### src/sv/tkl_pkg.sv
// Shared types and codes for the top-k ranked list.
package tkl_pkg;

  localparam int KeyW   = 64;
  localparam int ScoreW = 32;
  localparam int IdxW   = 3;
  localparam int PosW   = 3;
  localparam int CountW = 4;

  localparam logic [1:0] KIND_INSERT = 2'd0;
  localparam logic [1:0] KIND_CLEAR  = 2'd1;
  localparam logic [1:0] KIND_READ   = 2'd2;

  typedef enum logic [1:0] {
    MODE_SEARCH,
    MODE_SHIFT,
    MODE_DONE
  } mode_t;

  // Operation token that walks down the row of cells.
  typedef struct packed {
    logic              valid;
    logic [1:0]        kind;
    mode_t             mode;
    logic [KeyW-1:0]   key;
    logic [ScoreW-1:0] score;
    logic [IdxW-1:0]   idx;
    logic              placed;
    logic [PosW-1:0]   pos;
    logic [KeyW-1:0]   rkey;
    logic [ScoreW-1:0] rscore;
  } token_t;

endpackage

### src/sv/tkl_cell.sv
// One rank slot: holds a (key, score) pair and acts on the passing token.
module tkl_cell import tkl_pkg::*; #(
  parameter int IDX = 0
) (
  input  logic              clk,
  input  logic              rst,
  input  logic              adv,
  input  token_t            tok_in,
  output token_t            tok_out,
  output logic [ScoreW-1:0] score_out
);

  logic [KeyW-1:0]   key_q;
  logic [ScoreW-1:0] score_q;
  logic [KeyW-1:0]   key_next;
  logic [ScoreW-1:0] score_next;
  token_t            tok_q;
  token_t            tok_next;

  always_comb begin
    tok_next   = tok_in;
    key_next   = key_q;
    score_next = score_q;
    if (tok_in.valid) begin
      unique case (tok_in.kind)
        KIND_INSERT: begin
          unique case (tok_in.mode)
            MODE_SEARCH: begin
              if (key_q == tok_in.key) begin
                // duplicate key seen before a lower score
                tok_next.mode = MODE_DONE;
              end else if (score_q < tok_in.score) begin
                key_next         = tok_in.key;
                score_next       = tok_in.score;
                tok_next.key     = key_q;
                tok_next.score   = score_q;
                tok_next.mode    = MODE_SHIFT;
                tok_next.placed  = 1'b1;
                tok_next.pos     = PosW'(IDX);
              end
            end
            MODE_SHIFT: begin
              key_next       = tok_in.key;
              score_next     = tok_in.score;
              tok_next.key   = key_q;
              tok_next.score = score_q;
            end
            MODE_DONE: ;
            default: ;
          endcase
        end
        KIND_CLEAR: begin
          key_next   = '0;
          score_next = '0;
        end
        KIND_READ: begin
          if (int'(tok_in.idx) == IDX) begin
            tok_next.rkey   = key_q;
            tok_next.rscore = score_q;
          end
        end
        default: ;
      endcase
    end
  end

  always_ff @(posedge clk) begin
    if (rst) begin
      key_q   <= '0;
      score_q <= '0;
      tok_q   <= '0;
    end else if (adv) begin
      key_q   <= key_next;
      score_q <= score_next;
      tok_q   <= tok_next;
    end
  end

  assign tok_out   = tok_q;
  assign score_out = score_q;

endmodule

### config.mk
export PLATFORM = sky130hd
export DESIGN_NAME = tkl_cell
export DESIGN_NICKNAME = d
export VERILOG_FILES = /design/src/sv/tkl_pkg.sv /design/src/sv/tkl_cell.sv
export SDC_FILE = /design/constraint.sdc
export NUM_CORES = 1
export LEC_CHECK = 0
export BUFFER_PORTS_ARGS = -buffer_cell sky130_fd_sc_hd__buf_2
export CAP_MARGIN = 40
export CORE_MARGIN = 10
export CORE_UTILIZATION = 52
export CTS_CLUSTER_SIZE = 24
export DETAILED_ROUTE_END_ITERATION = 12
export PLACE_DENSITY_LB_ADDON = 0.1
export SLEW_MARGIN = 20
export SYNTH_ARGS = -nofsm -noshare
export SYNTH_HDL_FRONTEND = slang
export SYNTH_SLANG_ARGS = --single-unit
### constraint.sdc
create_clock -name clk -period 3.9 [get_ports clk]
set_clock_uncertainty 0.2 [all_clocks]
set_input_delay 0.585 -clock clk [delete_from_list [all_inputs] [get_ports clk]]
set_output_delay 0.585 -clock clk [all_outputs]
set_load 0.02 [all_outputs]
# ---- Yosys cells after proc, flatten, opt, wreduce, memory -nomap -nowiden
# Index checks and enable logic that the tools add are counted.
dict set report op_classes {
  n_eq_ne 7
  order_cmp 1
  muxes 22
  n_reduce_logical 5
}
# operator n
set op_table {}
lappend op_table {{$mux W98} 3}
lappend op_table {{$mux W96} 3}
lappend op_table {{$pmux W64 S2} 2}
lappend op_table {{$pmux W96 S2} 1}
lappend op_table {{$mux W64} 2}
lappend op_table {{$pmux W32 S2} 2}
lappend op_table {{$mux W100} 1}
lappend op_table {{$eq A64 B64 Y1} 1}
lappend op_table {{$mux W32} 2}
lappend op_table {{$lt A32 B32 Y1} 1}
lappend op_table {{$mux W4} 4}
lappend op_table {{$ne A3 B3 Y1 const B} 2}
lappend op_table {{$reduce_and A6 Y1} 1}
lappend op_table {{$eq A2 B1 Y1 const B} 2}
lappend op_table {{$logic_not A2 Y1} 2}
lappend op_table {{$mux W2} 2}
lappend op_table {{$logic_not A3 Y1} 1}
lappend op_table {{$ne A3 B1 Y1 const B} 1}
lappend op_table {{$eq A2 B2 Y1 const B} 1}
lappend op_table {{$reduce_bool A2 Y1} 1}
dict set report totals {
  ff_bits 300
  input_bits 207
  elab_cells 47
}

# ---- Depth between registers and ports, before layout
dict set report depth {
  word_depth 6
  ltp_mapped 12
  ltp_nobuf 10
}

# ---- Worst setup path after synthesis
# OpenSTA, ideal clock, no wires.
dict set report synth_timing {
  path_kind {input-to-reg}
  startpoint {in tok_in[120] (netlist bit)}
  endpoint {reg tok_q, in the netlist tok_out[184]}
  n_path_buf 3
  path_stages 12
  required_time_ps 3609
  setup_time_ps 91
  arrival_ps 2702
  path_slack_ps 907
  cell_sequence {inv_1 ha_1 a21o_1 a21o_1 a211oi_1 or4_1 a41o_1 clkbuf_1 buf_2 buf_1 nand3_1 a311oi_1}
}
dict set report synth_via {
  elab_chain_len 6
}
# item line
set synth_rtl {}
lappend synth_rtl {{start: declaration} tkl_cell.sv:8} ;# input token_t tok_in,
lappend synth_rtl {{$lt A32 B32 Y1} tkl_cell.sv:32} ;# end else if (score_q < tok_in.score) begin
lappend synth_rtl {{$mux W98} tkl_cell.sv:32}
lappend synth_rtl {{$mux W96} tkl_cell.sv:29} ;# if (key_q == tok_in.key) begin
lappend synth_rtl {{$pmux W96 S2} tkl_cell.sv:27} ;# unique case (tok_in.mode)
lappend synth_rtl {{$mux W98} tkl_cell.sv:25} ;# unique case (tok_in.kind)
lappend synth_rtl {{$mux W98} tkl_cell.sv:24} ;# if (tok_in.valid) begin
lappend synth_rtl {{end signal: assignment} tkl_cell.sv:75} ;# tok_q <= tok_next;
lappend synth_rtl {{end: declaration} tkl_cell.sv:17} ;# token_t tok_q;
# No other way between the ends.
# A chain may end at the register's enable or synchronous reset.

# ---- Worst setup path after layout
dict set report layout_timing {
  startpoint {reg key_q[60]}
  endpoint {reg tok_q, in the netlist tok_out[160]}
}
dict set report layout_via {
  elab_chain_len 5
}
# item line
set layout_rtl {}
lappend layout_rtl {{start: declaration} tkl_cell.sv:13} ;# logic [KeyW-1:0] key_q;
lappend layout_rtl {{start signal: assignment} tkl_cell.sv:73} ;# key_q <= key_next;
lappend layout_rtl {{$eq A64 B64 Y1} tkl_cell.sv:29}
lappend layout_rtl {{$mux W96} tkl_cell.sv:29}
lappend layout_rtl {{$pmux W96 S2} tkl_cell.sv:27}
lappend layout_rtl {{$mux W98} tkl_cell.sv:25}
lappend layout_rtl {{$mux W98} tkl_cell.sv:24}
# No other way between the ends.

==> flow_summary.toml <==
[synth]
yosys-top-cells-area = "dfxtp_1 (42%), mux2i_1 (16%), a211oi_1 (6.8%), nor2_1 (5.2%), nand2b_1 (4.3%)"
yosysWarnings = 0
async_flop_share = 0
yosys.area.top_type_share = 0.4170
yosys.area.top_type = "dfxtp_1"
syn_area_per_cell_um2 = 8.991
syn_nets = 1840
ys_ff_latch = 300
netlist_area_mm2 = 0.01440
synth-edff-count = 0
synth.distinct_cells = 39
yosys_most_used_dff = "dfxtp_1"
seq_area_frac_synth = 0.4170
synth_cells = 1602

[power]
pwr_density_cell_mw_per_mm2 = 435.9
max-vdd-ir-drop_v = 0.0003217
p_leak_nw = 8.604

[cells_and_area]
synthToLayoutAreaGrowth_pct = 24.91
utilization = 0.6639
nets = 2204
final.fill_count = 2362
multi_input_area_mm2 = 0.007732
regArea_mm2 = 0.006006
drive_gt1_frac = 0.2633

[timing]
clock.fmax_mhz = 288.1
setup_violations = 0
hold_viol = 0
maxSlewHeadroom = 0.3765
setup-tns-final_ns = 0
finalCriticalPeriod_ns = 3.471
fin_hold_ws_ns = 0.1366
rsz0062_at_grt = "false"
period_share = 0.8901
slew_viol_final = 0
worst_pin_slew_ns = 0.9352

[global_routing]
grt_max_degree = 196
grt_pass1_vias = 12880
antenna_found_initial = 11
grt.overflow.total = 0
grt-busiest-layer = "met2"
grt_pass1_wl_um = 76970
gr-usage-met3 = 0.06834
gr-usage-met2 = 0.4505
globalRouteMet1Util = 0.3393
track_usage = 0.2713

[cts]
numCtsBuffers = 34
insertion_delay_ns = 0.51
htreeDepth = 2
cts_resized = 0
post_cts_buffers = 0
clk_pin_slew_ns = 0.06
cts.sink_count = 300
root_buffer = "clkbuf_16"
cts_tree = "done"
cts_hold_buf = 0
cts_buffer_depth = 3

[drt]
vias = 13250
vias_per_cell = 5.588
avgRoutedWirePerCell_um = 21.11
detail-route-antenna-nets = 0
drcViolationCount = 0
wl_um = 50040
first_iter_violations = 1164
drt_first_pass_iters = 6

[critical_path]
critPathMaxFanout = 64
r2r_start = "key_q[60]"
endpoint_kind = "flop"
crit_arrival_ns = 3.67
required_ns = 4.10
startpoint = "key_q[60]"
reg2regPathDepth = 9
path_class = "flop to flop"
crit_chain = "xnor2_1, nand4_1, nor4_1, nand4_1, a41o_2, nand2_4, buf_12, nand2_1, a311oi_1"
timing.reg2reg.setup_slack_ns = 0.43
crit_path_top_delay_cell = "xnor2_1"
rr_endpoint = "tok_out[160]"
critPathLaunchType = "flop"
max_stage_delay_ns = 0.52
path_common_cell = "nand4_1"

[floorplan]
dieArea_mm2 = 0.03476
die_w_um = 186.4
core_area_mm2 = 0.02710
start_util = 0.5315
rows = 60
die_y_um = 186.4
pin_count = 443

[flow_run]
cap_violations = 0

[hold_path]
min_path_type = "primary input to flop"
worstHoldEndpoint = "tok_out[99]"
min_from = "tok_in[99]"
holdPathStages = 3

[placement]
dp_hpwl_um = 35900
io_buffer_count = 442
gp_congestion = 0.8291

[outcome]
status = "completed"
[layout by cell type (no fill, tap or decap), types with 2 or more instances in the layout]
cell type and instances:
a31oi_1 6, nand2b_1 100, a21oi_1 12, ha_1 31, a211oi_1 130, diode_2 9, bufinv_16 2, o22ai_1 6
nand3_1 65, clkbuf_16 37, xnor2_1 64, clkbuf_8 11, dfxtp_1 300, nor2b_1 10, clkinv_2 5, buf_2 440
nand2_1 160, nor4_1 5, a21o_1 7, nand4_1 24, o21ai_0 3, inv_1 35, buf_4 9, mux2i_1 235
a311oi_1 61, nor2_1 200, clkbuf_1 5, buf_12 8
[how the worst max path moves through the flow]
stage / endpoint / cells past startpoint / slack (ns)
3_5_place_dp: tok_out[126] / 10 / 0.31
2_1_floorplan: tok_out[184] / 12 / 0.91
4_1_cts: tok_out[160] / 9 / 0.58
6_report: tok_out[160] / 9 / 0.43
3_3_place_gp: tok_out[121] / 10 / 0.33
5_1_grt: tok_out[109] / 9 / 0.40
[synthesized netlist by cell type, drive strengths merged (7+ instances only)]
cell,count
dfxtp,300
mux2i,235
nor2,201
nand2,161
a211oi,131
nand2b,100
clkbuf,95
nand3,65
xnor2,64
a311oi,61
buf,36
inv,35
ha,31
nand4,24
a21oi,14
nor2b,10
a21o,7
a31oi,7
[cell families (layout without fill, tap and decap cells)]
group | count (synthesis) | count (layout) | synth area share
AO/OA/AOI/OAI | 233 | 233 | 0.1239
XOR/XNOR | 64 | 64 | 0.03892
adder cells (fa/ha/maj) | 31 | 31 | 0.02693
buffers and inverters | 166 | 554 | 0.04891
flip-flops | 300 | 300 | 0.4170
multiplexers | 235 | 235 | 0.1633
other | 0 | 9 | 0
AND/OR/NAND/NOR | 573 | 573 | 0.1811
[registers in the layout, summed over array words and instances, names as in the netlist]
| name | cells |
|---|---|
| tok_out | 204 |
| key_q | 64 |
| score_out | 32 |
[final cells by class]
| class | count | share of cell area |
|---|---|---|
| Multi-Input combinational cell | 1136 | 0.4298 |
| Sequential cell | 300 | 0.3338 |
| Timing Repair Buffer | 459 | 0.1366 |
| Clock buffer | 52 | 0.06015 |
| Tap cell | 372 | 0.02587 |
| Inverter | 35 | 0.007302 |
| Clock inverter | 8 | 0.005216 |
| Antenna cell | 9 | 0.001252 |
[critical path: cells and delay by family, from the launching register on]
family	cells	cell delay [ns]
XOR/XNOR	1	0.52
flip-flops	1	0.35
buffers and inverters	1	0.34
AO/OA/AOI/OAI	2	0.68
AND/OR/NAND/NOR	5	1.21
[through the flow]
step,cells,power (mW),cell area [µm²],worst slack (ns)
floorplan,1602,4.090,14400,0.9074
global placement,2302,4.551,16790,0.3257
detailed placement,2302,4.570,16790,0.3091
CTS,2362,7.891,17970,0.5791
global route,2368,8.126,17980,0.3972
finish,2371,7.843,17990,0.4286
[layer usage]
metal | share of wire | vias to the layer above
li1 | - | 6366
met1 | 0.41 | 6311
met5 | 0.00084 | -
met2 | 0.48 | 482
met4 | 0.025 | 8
met3 | 0.080 | 83
[report_power, final]
part	switching (mW)	internal, mW	total [mW]	leakage [nW]
Sequential	0.112	3.24	3.35	2.47
Combinational	0.727	0.434	1.16	5.55
Clock	1.29	2.05	3.33	0.586
Note: power is estimated with default switching activity, not from simulation.
